File: config.mk
export PLATFORM = sky130hd
export DESIGN_NAME = int_to_roman_numeral_encoder
export DESIGN_NICKNAME = d
export VERILOG_FILES = /design/src/sv/i2r_pkg.sv /design/src/sv/i2r_ctrl.sv /design/src/sv/i2r_datapath.sv /design/src/sv/int_to_roman_numeral_encoder.sv
export SDC_FILE = /design/constraint.sdc
export NUM_CORES = 1
export LEC_CHECK = 0
export BUFFER_PORTS_ARGS = -buffer_cell sky130_fd_sc_hd__buf_2
export CAP_MARGIN = 20
export CELL_PAD_IN_SITES_DETAIL_PLACEMENT = 1
export CELL_PAD_IN_SITES_GLOBAL_PLACEMENT = 2
export CORE_UTILIZATION = 36
export DETAILED_ROUTE_END_ITERATION = 12
export MAX_ROUTING_LAYER = met4
export PLACE_DENSITY_LB_ADDON = 0.1
export SYNTH_ARGS = -nofsm -noshare
export SYNTH_HDL_FRONTEND = slang
export SYNTH_SLANG_ARGS = --single-unit
export TNS_END_PERCENT = 5
File: constraint.sdc
create_clock -name i_clk -period 10 [get_ports i_clk]
set_clock_uncertainty 0.05 [all_clocks]
set_input_delay 0.5 -clock i_clk [delete_from_list [all_inputs] [get_ports i_clk]]
set_output_delay 0.5 -clock i_clk [all_outputs]
set_load 0.02 [all_outputs]
File: src/sv/i2r_pkg.sv
`timescale 1ns / 1ps
// ----------------------------------------------------------------------------
// i2r_pkg
// Shared types, letter codes and the numeral token table for the
// integer to roman numeral encoder.
// ----------------------------------------------------------------------------
package i2r_pkg;

    localparam int VALUE_W = 12;
    localparam int SYM_W   = 7;
    localparam int TOKV_W  = 10;

    localparam logic [SYM_W-1:0] SYM_I = 7'd73;
    localparam logic [SYM_W-1:0] SYM_V = 7'd86;
    localparam logic [SYM_W-1:0] SYM_X = 7'd88;
    localparam logic [SYM_W-1:0] SYM_L = 7'd76;
    localparam logic [SYM_W-1:0] SYM_C = 7'd67;
    localparam logic [SYM_W-1:0] SYM_D = 7'd68;
    localparam logic [SYM_W-1:0] SYM_M = 7'd77;

    // one numeral token: its weight and one or two letters
    typedef struct packed {
        logic [TOKV_W-1:0] val;
        logic [SYM_W-1:0]  c1;
        logic [SYM_W-1:0]  c2;
        logic              two;
    } t_token;

    // controller to datapath
    typedef struct packed {
        logic load;
        logic step;
    } t_cmd;

    // datapath to controller
    typedef struct packed {
        logic in_zero;
        logic out_free;
        logic last_emit;
    } t_sts;

    function automatic t_token mk_tok(logic [TOKV_W-1:0] v, logic [SYM_W-1:0] a,
                                      logic [SYM_W-1:0] b, logic t);
        t_token tk;
        tk.val = v;
        tk.c1  = a;
        tk.c2  = b;
        tk.two = t;
        return tk;
    endfunction

    // largest token whose weight fits in the remainder (greedy encoding)
    function automatic t_token pick_token(logic [VALUE_W-1:0] rem);
        t_token tk;
        if (rem >= 12'd1000)     tk = mk_tok(10'd1000, SYM_M, SYM_M, 1'b0);
        else if (rem >= 12'd900) tk = mk_tok(10'd900,  SYM_C, SYM_M, 1'b1);
        else if (rem >= 12'd500) tk = mk_tok(10'd500,  SYM_D, SYM_D, 1'b0);
        else if (rem >= 12'd400) tk = mk_tok(10'd400,  SYM_C, SYM_D, 1'b1);
        else if (rem >= 12'd100) tk = mk_tok(10'd100,  SYM_C, SYM_C, 1'b0);
        else if (rem >= 12'd90)  tk = mk_tok(10'd90,   SYM_X, SYM_C, 1'b1);
        else if (rem >= 12'd50)  tk = mk_tok(10'd50,   SYM_L, SYM_L, 1'b0);
        else if (rem >= 12'd40)  tk = mk_tok(10'd40,   SYM_X, SYM_L, 1'b1);
        else if (rem >= 12'd10)  tk = mk_tok(10'd10,   SYM_X, SYM_X, 1'b0);
        else if (rem >= 12'd9)   tk = mk_tok(10'd9,    SYM_I, SYM_X, 1'b1);
        else if (rem >= 12'd5)   tk = mk_tok(10'd5,    SYM_V, SYM_V, 1'b0);
        else if (rem >= 12'd4)   tk = mk_tok(10'd4,    SYM_I, SYM_V, 1'b1);
        else                     tk = mk_tok(10'd1,    SYM_I, SYM_I, 1'b0);
        return tk;
    endfunction

endpackage

File: src/sv/i2r_ctrl.sv
`timescale 1ns / 1ps
// ----------------------------------------------------------------------------
// i2r_ctrl
// Controller: takes an input item, then steps the datapath one letter per
// cycle while the output slot is free, until the last letter goes out.
// ----------------------------------------------------------------------------
module i2r_ctrl import i2r_pkg::*; (
    input  logic i_clk,
    input  logic i_rst_n,
    input  logic i_s_axis_tvalid,
    output logic o_s_axis_tready,
    input  t_sts i_sts,
    output t_cmd o_cmd
);

    typedef enum logic [1:0] {
        S_IDLE = 2'b01,
        S_RUN  = 2'b10
    } t_state;

    t_state r_state, n_state;
    logic   accept;

    assign o_s_axis_tready = (r_state == S_IDLE);
    assign accept          = i_s_axis_tvalid && o_s_axis_tready;

    // commands
    always_comb begin
        o_cmd.load = accept;
        o_cmd.step = (r_state == S_RUN) && i_sts.out_free;
    end

    // next state
    always_comb begin
        n_state = r_state;
        case (r_state)
            S_IDLE: begin
                if (accept && !i_sts.in_zero) n_state = S_RUN;
            end
            S_RUN: begin
                if (o_cmd.step && i_sts.last_emit) n_state = S_IDLE;
            end
            default: n_state = S_IDLE;
        endcase
    end

    always_ff @(posedge i_clk) begin
        if (!i_rst_n) begin
            r_state <= S_IDLE;
        end else begin
            r_state <= n_state;
        end
    end

endmodule

File: src/sv/i2r_datapath.sv
`timescale 1ns / 1ps
// ----------------------------------------------------------------------------
// i2r_datapath
// Remainder register, token pick and output register. Each step emits one
// letter and takes the token weight off the remainder after its final letter.
// ----------------------------------------------------------------------------
module i2r_datapath import i2r_pkg::*; (
    input  logic               i_clk,
    input  logic               i_rst_n,
    input  logic [VALUE_W-1:0] i_value,
    input  t_cmd               i_cmd,
    output t_sts               o_sts,
    output logic               o_valid,
    input  logic               i_ready,
    output logic [SYM_W-1:0]   o_symbol,
    output logic               o_last
);

    logic [VALUE_W-1:0] r_rem, n_rem;
    logic               r_half;
    logic               r_valid;
    logic [SYM_W-1:0]   r_sym, n_sym;
    logic               r_last;
    t_token             tok;
    logic               final_char;

    // token selection and remainder update
    always_comb begin
        tok        = pick_token(r_rem);
        final_char = !tok.two || r_half;
        n_rem      = r_rem - {{(VALUE_W-TOKV_W){1'b0}}, tok.val};
        n_sym      = r_half ? tok.c2 : tok.c1;
    end

    // status
    always_comb begin
        o_sts.in_zero   = (i_value == '0);
        o_sts.out_free  = !r_valid || i_ready;
        o_sts.last_emit = final_char && (n_rem == '0);
    end

    // remainder and half-token flag
    always_ff @(posedge i_clk) begin
        if (!i_rst_n) begin
            r_half <= 1'b0;
        end else if (i_cmd.load) begin
            r_half <= 1'b0;
        end else if (i_cmd.step) begin
            r_half <= !final_char;
        end
    end

    always_ff @(posedge i_clk) begin
        if (i_cmd.load) begin
            r_rem <= i_value;
        end else if (i_cmd.step && final_char) begin
            r_rem <= n_rem;
        end
    end

    // output register
    always_ff @(posedge i_clk) begin
        if (!i_rst_n) begin
            r_valid <= 1'b0;
        end else if (i_cmd.step) begin
            r_valid <= 1'b1;
        end else if (i_ready) begin
            r_valid <= 1'b0;
        end
    end

    always_ff @(posedge i_clk) begin
        if (i_cmd.step) begin
            r_sym  <= n_sym;
            r_last <= o_sts.last_emit;
        end
    end

    assign o_valid  = r_valid;
    assign o_symbol = r_sym;
    assign o_last   = r_last;

    // remainder never grows while letters are emitted
    a_rem_down: assert property (@(posedge i_clk) disable iff (!i_rst_n)
        (i_cmd.step && !i_cmd.load) |=> (r_rem <= $past(r_rem)))
        else $error("remainder grew during a step");

    // a pending second letter always has a two-letter token behind it
    a_half_ok: assert property (@(posedge i_clk) disable iff (!i_rst_n)
        r_half |-> (r_rem >= 12'd4))
        else $error("half token with too small remainder");

    // the last letter leaves nothing behind
    a_last_zero: assert property (@(posedge i_clk) disable iff (!i_rst_n)
        (i_cmd.step && o_sts.last_emit) |=> (r_rem == '0) && r_last && r_valid)
        else $error("last letter with remainder left");

    // no step ever overwrites a letter that has not been taken
    a_no_overrun: assert property (@(posedge i_clk) disable iff (!i_rst_n)
        (r_valid && !i_ready) |-> !i_cmd.step)
        else $error("output register overwritten");

endmodule

File: src/sv/int_to_roman_numeral_encoder.sv
`timescale 1ns / 1ps
// ----------------------------------------------------------------------------
// int_to_roman_numeral_encoder
// Converts a 12-bit unsigned integer to its roman numeral as ASCII letters.
// ----------------------------------------------------------------------------
// Usage:
//   Input channel (s_axis): one item per value, tdata[11:0] = value.
//   Output channel (m_axis): one item per letter, most significant first,
//   tdata[6:0] = ASCII letter, tlast high on the final letter.
//   Values 4000..4095 begin with four M letters; zero gives no letters at all.
// Timing:
//   After the value is accepted the controller enters its run state, then
//   one letter per cycle is registered while the receiver is ready. A
//   numeral has at most 15 letters. Each step picks the largest fitting
//   token from a priority compare of the remainder.
// Reset:
//   Synchronous, active low; the controller returns to idle and the output
//   register empties.
// Stall:
//   When m_axis tready is low the pending letter holds and the sequencer
//   waits; s_axis tready stays low until the final letter is registered.
// ----------------------------------------------------------------------------
module int_to_roman_numeral_encoder import i2r_pkg::*; (
    input  logic        i_clk,
    input  logic        i_rst_n,
    input  logic        i_s_axis_tvalid,
    output logic        o_s_axis_tready,
    input  logic [15:0] i_s_axis_tdata,   // [11:0] value, [15:12] zero
    output logic        o_m_axis_tvalid,
    input  logic        i_m_axis_tready,
    output logic [7:0]  o_m_axis_tdata,   // [6:0] symbol, [7] zero
    output logic        o_m_axis_tlast
);

    t_cmd             cmd;
    t_sts             sts;
    logic [SYM_W-1:0] symbol;

    i2r_ctrl u_ctrl (
        .i_clk           (i_clk),
        .i_rst_n         (i_rst_n),
        .i_s_axis_tvalid (i_s_axis_tvalid),
        .o_s_axis_tready (o_s_axis_tready),
        .i_sts           (sts),
        .o_cmd           (cmd)
    );

    i2r_datapath u_dp (
        .i_clk    (i_clk),
        .i_rst_n  (i_rst_n),
        .i_value  (i_s_axis_tdata[VALUE_W-1:0]),
        .i_cmd    (cmd),
        .o_sts    (sts),
        .o_valid  (o_m_axis_tvalid),
        .i_ready  (i_m_axis_tready),
        .o_symbol (symbol),
        .o_last   (o_m_axis_tlast)
    );

    assign o_m_axis_tdata = {1'b0, symbol};

endmodule
Yosys cells after proc, flatten, opt, wreduce, memory -nomap -nowiden

Index checks and enable logic that the tools add are counted.

Bits in read-only memories: 0
Output and inout bits: 11
Logic and storage cells: 62
Memories kept: 0
Bits in writable memories: 0
Bits in latches: 0
Bits in registers: 24
Bits of input ports: 20

Order comparisons: 12
Shifts and indexed selects: 0
Bitwise gates (word level): 1
Mux-type cells: 20
$add $sub $neg: 1
Reductions and logical operators: 18
Equality and inequality tests: 4
Multiply operators: 0
Div/mod/pow operators: 0

Operators by type and width:

| cell                 | count |
|---|---|
| $mux 25              | 11 |
| $ge 12x10->1 const B | 2 |
| $ge 12x3->1 const B  | 2 |
| $ge 12x4->1 const B  | 2 |
| $ge 12x6->1 const B  | 2 |
| $ge 12x7->1 const B  | 2 |
| $ge 12x9->1 const B  | 2 |
| $logic_not 12->1     | 2 |
| $mux 12              | 2 |
| $mux 18              | 1 |
| $sub 12x10->12       | 1 |
| $mux 7               | 1 |
| $logic_and 1x1->1    | 6 |
| $logic_not 1->1      | 4 |
| $mux 2               | 2 |
| $ne 2x2->1 const B   | 2 |
| $pmux 2 s2           | 1 |
| $reduce_bool 2->1    | 2 |
| $eq 2x1->1 const B   | 1 |
| $eq 2x2->1 const B   | 1 |
| $logic_or 1x1->1     | 2 |
| $mux 1               | 2 |
| $reduce_and 2->1     | 1 |
| $reduce_or 2->1      | 1 |
| $not 1->1            | 1 |

Longest topological paths before layout

Gate-level depths: netlist of the first run.

Depth after elaboration: 19
Depth in mapped cells: 15
Depth with buffers taken out: 15

By module

From an unflattened synthesis of the first run, not the netlist that was laid out.

Cells, all modules: 250
Area total of the unflattened synthesis: 2100.8 µm²

Modules (own cells, without submodules):

| module                       | seq. area each (µm²) | area an instance (µm²) | cells each | instances |
|---|---|---|---|---|
| i2r_datapath                 | 580.6                | 1981.9                 | 236        | 1 |
| i2r_ctrl                     | 40.0                 | 107.6                  | 12         | 1 |
| int_to_roman_numeral_encoder | 0.0                  | 11.3                   | 2          | 1 |

Least setup slack after synthesis of the first run

Ideal clock, no wire load.

Kind: flip-flop to flip-flop
From: register u_dp.r_rem[10]
To: register u_dp.r_last, in the netlist u_dp.o_last (data pin)
Required time: 9.695 ns
Setup time: 0.255 ns
Stages on the path, launching flop included: 14
Period minus slack after synthesis: 3.730 ns
Data arrival time: 3.425 ns
Path buffers: 0
Path slack: 6.270 ns
Cell sequence: edfxtp_1 > or3_4 > or3_4 > nor2_2 > a21oi_1 > o21ai_0 > a21oi_1 > ha_1 > and3_1 > a221oi_4 > o22ai_2 > a311oi_1 > nor4_2 > and3_1

RTL lines:

| what                     | line               | source |
|---|---|---|
| start: declaration       | i2r_datapath.sv:19 | `logic [VALUE_W-1:0] r_rem, n_rem;` |
| start signal: assignment | i2r_datapath.sv:55 | `r_rem <= i_value;` |
| start signal: assignment | i2r_datapath.sv:57 | `r_rem <= n_rem;` |
| end signal: assignment   | i2r_datapath.sv:75 | `r_last <= o_sts.last_emit;` |
| end: declaration         | i2r_datapath.sv:23 | `logic r_last;` |

==> run_results.csv, run 1 <==
group,metric,value,unit
timing,fin_tns_setup,0,ns
grt,grt_pass1_vias,1872,
critical_path,crit_fanout,7,
finish,layout.cells.non_filler,333,
synthesis,synth_seq_cells,22,
synthesis,synth_top_area_share,26.68,%
timing,finalCriticalPeriod,4.353,ns
critical_path,start_kind,"flop",
grt,grt_use_met3,1.429,%
run,maxCapViolCount,0,
timing,final_hold_viol_count,0,
synthesis,yosysSeqAreaShare,30.64,%
clock_network,postCtsSetupBuffers,0,
floorplanning,start_util,38.44,%
placement,dp_cells,329,
synthesis,synthTopCellsByArea,"edfxtp_1 (27%), a21oi_1 (6.2%), ha_1 (6.2%), nand2_1 (5.9%), dfxtp_1 (4.0%)",
pwr,total_power,477.5,uW
placement,preCtsSetupSlack,5.669,ns
clock_network,cts_sinks,22,
worst_hold_path,worstHoldPathType,"primary input to flop",
timing,rsz0062_at_grt,"false",
placement,hpwl,4352,um
route,drc,0,
critical_path,path_delay_family,"simple AND/OR/NAND/NOR gates",
clock_network,path_clk_slew,0.08,ns
finish,drive_gt1_share,15.59,%
route,vias,1891,
route,wl_per_cell,16.62,um
grt,overflow,0,
timing,fin_ws,5.647,ns
clock_network,clk_path_buf_depth,2,
timing,finalSetupViolCount,0,
clock_network,clock_latency,0.27,ns
finish,n_antenna_cell,0,
clock_network,cts_tree,"built",
floorplanning,die-area,5931,um2
floorplanning,ios,31,
critical_path,critical_path_class,"flop to flop",
synthesis,synthArstFlopShare,0,%
grt,antenna_found_initial,0,
timing,fmax,229.7,MHz
synthesis,postSynthCellCount,245,
clock_network,cts_hold_buf,0,
floorplanning,core,5270,um2
critical_path,critPathCaptureType,"flop",
grt,grt_usage,20.45,%
synthesis,yosysTopAreaCell,"edfxtp_1",
timing,slew_headroom,57.09,%
timing,finalCritPeriodShare,43.53,%
floorplanning,num_rows,26,
floorplanning,die_h,77.01,um
clock_network,cts_buffers,3,
synthesis,yosysUniqueCellTypes,59,
run_status,status,"complete, no violations",
route,viasPerCell,5.679,
pwr,leakagePower,0.8360,nW
critical_path,crit_path_max_incr_delay,0.50,ns
grt,grt_max_degree,17,
critical_path,slowest_stage,"edfxtp_1",
route,drt_iter0_markers,81,
pwr,power-per-cell-area,212.0,nW/um2
placement,io_buffers,23,
clock_network,cts_root_buffer,"clkbuf_8",
critical_path,arrival,4.44,ns
synthesis,yosysWarnings,0,
route,first_pass_iters,4,
clock_network,cts_resized,0,
grt,grt_pass1_wl,9321,um
placement,place.gp.congestion,0.8080,
critical_path,cp_cell_sequence,"or3_4, nor3_1, nand2_1, a21oi_1, o21ai_1, a21oi_1, o21bai_1, ha_1, a21o_1, a221oi_4, o22ai_2, nor3_1, a311oi_1, nor4_2, and3_1",
route,wirelength,5533,um
pwr,vdd_drop_max,0.00009985,V
floorplanning,dieWidth,77.01,um
timing,tightest_slew,0.6421,ns
synthesis,synth_edf_count,18,
finish,fin_nets,295,
critical_path,worst_ep_required_time,10.08,ns
finish,area_growth_syn_to_layout,11.18,%
clock_network,htree_num_levels,1,
grt,met2_usage,32.14,%
synthesis,synth_area_per_cell,8.268,um2
synthesis,synth_ff_type,"edfxtp_1",
synthesis,syn-cell-area,2026,um2
grt,grt-busiest-layer,"met2",
timing,slew_violations,0,
critical_path,cp_num_buf_inv,0,
route,ant_nets,0,
grt,grt_use_met1,28.25,%
flip-flops by register name (all words and copies together), names as in the netlist:
register	count
u_ctrl.r_state	2
u_dp.o_last	1
u_dp.o_symbol	5
u_dp.o_valid	1
u_dp.r_half	1
u_dp.r_rem	12
kinds of logic (layout without fill, tap and decap cells):
| kind of cell | count (synthesis) | after routing | share of synthesized area, % |
|---|---|---|---|
| XOR/XNOR | 5 | 5 | 2.162 |
| flip-flops | 22 | 22 | 30.64 |
| other | 2 | 3 | 0.3707 |
| AO/OA/AOI/OAI | 85 | 85 | 28.97 |
| AND/OR/NAND/NOR | 102 | 102 | 26.00 |
| multiplexers | 2 | 2 | 1.050 |
| buffers and inverters | 16 | 33 | 3.644 |
| adder cells (fa/ha/maj) | 11 | 11 | 7.165 |
report_power, final:
part	internal [mW]	leakage, nW	switching (mW)	total [mW]
clock	0.0535	0.0357	0.0322	0.0856
combinational	0.0987	0.599	0.142	0.241
sequential	0.121	0.202	0.0300	0.151
total	0.273	0.836	0.204	0.478
cells in the final DEF, fill, tap and decap left out, types with 5 or more instances in the layout:
cell,instances
a21oi_1,25
nand2_1,32
nand3_1,5
a21o_1,5
ha_1,10
a31oi_1,5
nor2_1,19
nand2b_1,6
inv_1,6
o21ai_0,16
nor3_1,7
edfxtp_1,18
buf_2,23
synth_stat cells, drive strengths merged, types with 6 or more instances:
master,count
a21oi,25
clkbuf,6
edfxtp,18
ha,10
inv,6
nand2,32
nand2b,6
nor2,21
nor3,8
nor4,6
o21ai,20
per-layer routing:
| metal | part of all wire (%) | vias up |
|---|---|---|
| met3 | 2.7 | 2 |
| met2 | 47 | 34 |
| li1 | - | 961 |
| met1 | 50 | 894 |
| met5 | 0 | - |
| met4 | 0.80 | 0 |
final cells by class:
type,count,area [um2]
sequential,22,620.6
clock buffer,3,41.29
clock inverter,1,30.03
tap,70,87.58
timing repair buffer,23,115.1
inverter,6,22.52
multi-input combinational,208,1335
fill,679,3018
path summary, 6_finish.rpt:
check | start | end | slack [ns] | depth (start not counted)
worst max-delay path | u_dp.r_rem[10] | u_dp.o_last | 5.65 | 15
worst min-delay path | i_rst_n | u_dp.r_half | 0.44 | 2
worst max register to register | u_dp.r_rem[10] | u_dp.o_last | 5.65 | 15
worst min register to register | u_dp.o_valid | u_dp.o_valid | 0.46 | 2
worst reg2reg max path, delay by kind of cell, from the launching register on:
kind	cells	cell delay [ns]
AO/OA/AOI/OAI	8	1.49
adder cells (fa/ha/maj)	1	0.36
flip-flops	1	0.50
AND/OR/NAND/NOR	6	1.83
through the flow:
| stage | cell area (um2) | hold WS (ns) | utilization [%] |
|---|---|---|---|
| after floorplan | 2029 | 0.4471 | - |
| after global placement | 2181 | 0.4408 | 41.38 |
| after detailed placement | 2181 | 0.4481 | 41.38 |
| after CTS | 2252 | 0.4421 | 42.74 |
| after global routing | 2252 | 0.4512 | 42.74 |
| final | 2252 | 0.4445 | 42.74 |
Power figures use the tool's default switching activity.
==> run 2, diff against run 1 <==
--- a/config.mk
+++ b/config.mk
@@ -9,7 +9,7 @@
 export CAP_MARGIN = 20
 export CELL_PAD_IN_SITES_DETAIL_PLACEMENT = 1
 export CELL_PAD_IN_SITES_GLOBAL_PLACEMENT = 2
-export CORE_UTILIZATION = 36
+export CORE_UTILIZATION = 31
 export DETAILED_ROUTE_END_ITERATION = 12
 export MAX_ROUTING_LAYER = met4
 export PLACE_DENSITY_LB_ADDON = 0.1
==> constraint.sdc (replaced) <==
create_clock -name i_clk -period 3.5 [get_ports i_clk]
set_clock_uncertainty 0.05 [all_clocks]
set_input_delay 0.175 -clock i_clk [delete_from_list [all_inputs] [get_ports i_clk]]
set_output_delay 0.175 -clock i_clk [all_outputs]
set_load 0.02 [all_outputs]
==> run 2 against run 1 <==
Net effect: the flow now finishes with violations (setup timing); maximum frequency rose by 14%; core utilization increased by 6.7 points; cell count increased by 28%; first-iteration DRC count decreased by 12%; non-clock buffer count is 87 higher; worst hold slack worse by 0.35 ns; global-route usage increased by 2.6 points; sequential share of layout area shrank 7.7 points; largest power group unchanged; highest routed layer unchanged.
==> run_results.csv, run 2 (same netlist as run 1, synthesis figures left out) <==
group,metric,value,unit
grt,grt_use_met1,30.78,%
critical_path,crit_fanout,3,
finish,layout_common_cells,"buf_4 (81), nand2_1 (30), buf_2 (23), a21oi_1 (20), nor2_1 (19)",
grt,overflow,0,
grt,grt_pass1_vias,2374,
clock_network,path_clk_slew,0.09,ns
finish,area_growth_syn_to_layout,54.17,%
clock_network,cts_sinks,22,
grt,grt_use_met3,1.491,%
grt,antenna_found_initial,0,
timing,fmax,261.0,MHz
floorplanning,start_util,32.08,%
run_status,violations,"setup timing",
floorplanning,die_h,82.84,um
critical_path,cp_common_cell,"or3_4",
placement,io_buffers,23,
critical_path,critPathCaptureType,"flop",
timing,hold_ws,0.09554,ns
timing,finalCriticalPeriod,3.831,ns
timing,final_hold_viol_count,0,
floorplanning,dieWidth,82.84,um
timing,finalSetupViolCount,8,
grt,grt_max_degree,17,
timing,rsz0062_at_grt,"true",
run_status,status,"complete, but fails checks",
placement,hpwl,5846,um
pwr,total_power,2.032,mW
grt,grt_usage,23.03,%
timing,slew_violations,0,
worst_hold_path,worstHoldPathType,"primary input to flop",
finish,fillers,777,
critical_path,start_kind,"flop",
finish,top_register,"u_dp.r_rem",
finish,post-route-util,49.46,%
run,maxCapViolCount,0,
grt,met2_usage,37.70,%
clock_network,cts_tree,"built",
critical_path,cp_cell_sequence,"or3_4, or3_4, nor2_4, o21ai_2, o21ai_1, a21oi_1, ha_1, a21o_1, a2111oi_4, a21oi_2, xnor2_2, nand4_1, nor4_4, and3_1",
finish,layout.cells.non_filler,427,
floorplanning,core,6314,um2
route,viasPerCell,5.342,
timing,fin_tns_setup,-1.812,ns
route,ant_nets,0,
timing,tightest_slew,0.7364,ns
pwr,power-per-cell-area,650.6,nW/um2
critical_path,crit_path_max_incr_delay,0.41,ns
finish,largest_reg_flops,12,
route,vias,2281,
clock_network,clk_path_buf_depth,2,
pwr,vdd_drop_max,0.0003599,V
timing,slew_headroom,50.80,%
floorplanning,ios,31,
route,drt_iter0_markers,71,
finish,drive_gt1_share,43.14,%
clock_network,htree_num_levels,1,
clock_network,cts_buffers,3,
route,first_pass_iters,4,
critical_path,worst_ep_required_time,3.60,ns
clock_network,cts_hold_buf,0,
critical_path,slowest_stage,"edfxtp_1",
finish,final_common_cell,"buf_4",
route,wl_per_cell,17.48,um
placement,place.gp.congestion,0.8580,
critical_path,critical_path_class,"flop to flop",
placement,dp_cells,411,
timing,fin_ws,-0.3309,ns
floorplanning,die-area,6862,um2
floorplanning,num_rows,29,
grt,grt-busiest-layer,"met2",
timing,finalCritPeriodShare,109.5,%
route,wirelength,7463,um
route,drc,0,
finish,fin_nets,382,
clock_network,cts_root_buffer,"clkbuf_8",
grt,grt_pass1_wl,12290,um
clock_network,clock_latency,0.28,ns
pwr,leakagePower,1.290,nW
finish,n_antenna_cell,0,
critical_path,arrival,3.93,ns
-- run 2: stage by stage --
stage	area (um2)	setup WS, ns
detailed placement	2770	-0.4937
finish	3123	-0.3309
global placement	2770	-0.3697
CTS	3008	-0.3192
floorplan	2047	-0.1122
global route	3123	-0.4978
-- run 2: worst max-delay path: cells and delay by family (launching register included) --
| kind | cells | cell delay [ns] |
|---|---|---|
| DFF | 1 | 0.41 |
| xor gates and xnor gates | 1 | 0.18 |
| adders and majority gates | 1 | 0.35 |
| AOI/OAI and AO/OA | 6 | 1.11 |
| and+or+nand+nor | 6 | 1.61 |
-- run 2: final cells by class --
| type | instances | area [um2] | area share [%] |
|---|---|---|---|
| multi-input cells | 208 | 1513 | 48.44 |
| clock inverters | 1 | 30.03 | 0.9615 |
| flip-flops and latches | 22 | 620.6 | 19.87 |
| inverters | 6 | 22.52 | 0.7212 |
| clock buffers | 3 | 41.29 | 1.322 |
| repair buffers | 110 | 799.5 | 25.60 |
| well taps | 77 | 96.34 | 3.085 |
-- run 2: report_power, final --
group	switching, mW	total (mW)	internal (mW)
clock network	0.0960	0.249	0.153
registers	0.0396	0.385	0.345
logic	0.678	1.40	0.720
total	0.814	2.03	1.22
-- run 2: path summary, 6_finish.rpt --
kind                  startpoint      endpoint  slack, ns  cells after the start
setup / recovery  u_dp.r_rem[10]   u_dp.o_last      -0.33                     14
hold / removal           i_rst_n   u_dp.r_half        0.1                      2
setup reg to reg  u_dp.r_rem[10]   u_dp.o_last      -0.33                     14
hold reg to reg     u_dp.o_valid  u_dp.o_valid       0.45                      2
-- run 2: per-layer routing --
| metal | vias up | part of all wire (%) |
|---|---|---|
| li1 | 1128 | - |
| met3 | 16 | 1.7 |
| met2 | 35 | 48 |
| met1 | 1102 | 47 |
| met5 | - | 0 |
| met4 | 0 | 2.8 |
-- run 2: timing repair --
item / CTS / global route
resized for setup: 17 / 17
setup endpoints to repair: 8 / 8
buffers inserted: 9 / 4
cloned: 0 / 0
pin swaps: 19 / 23
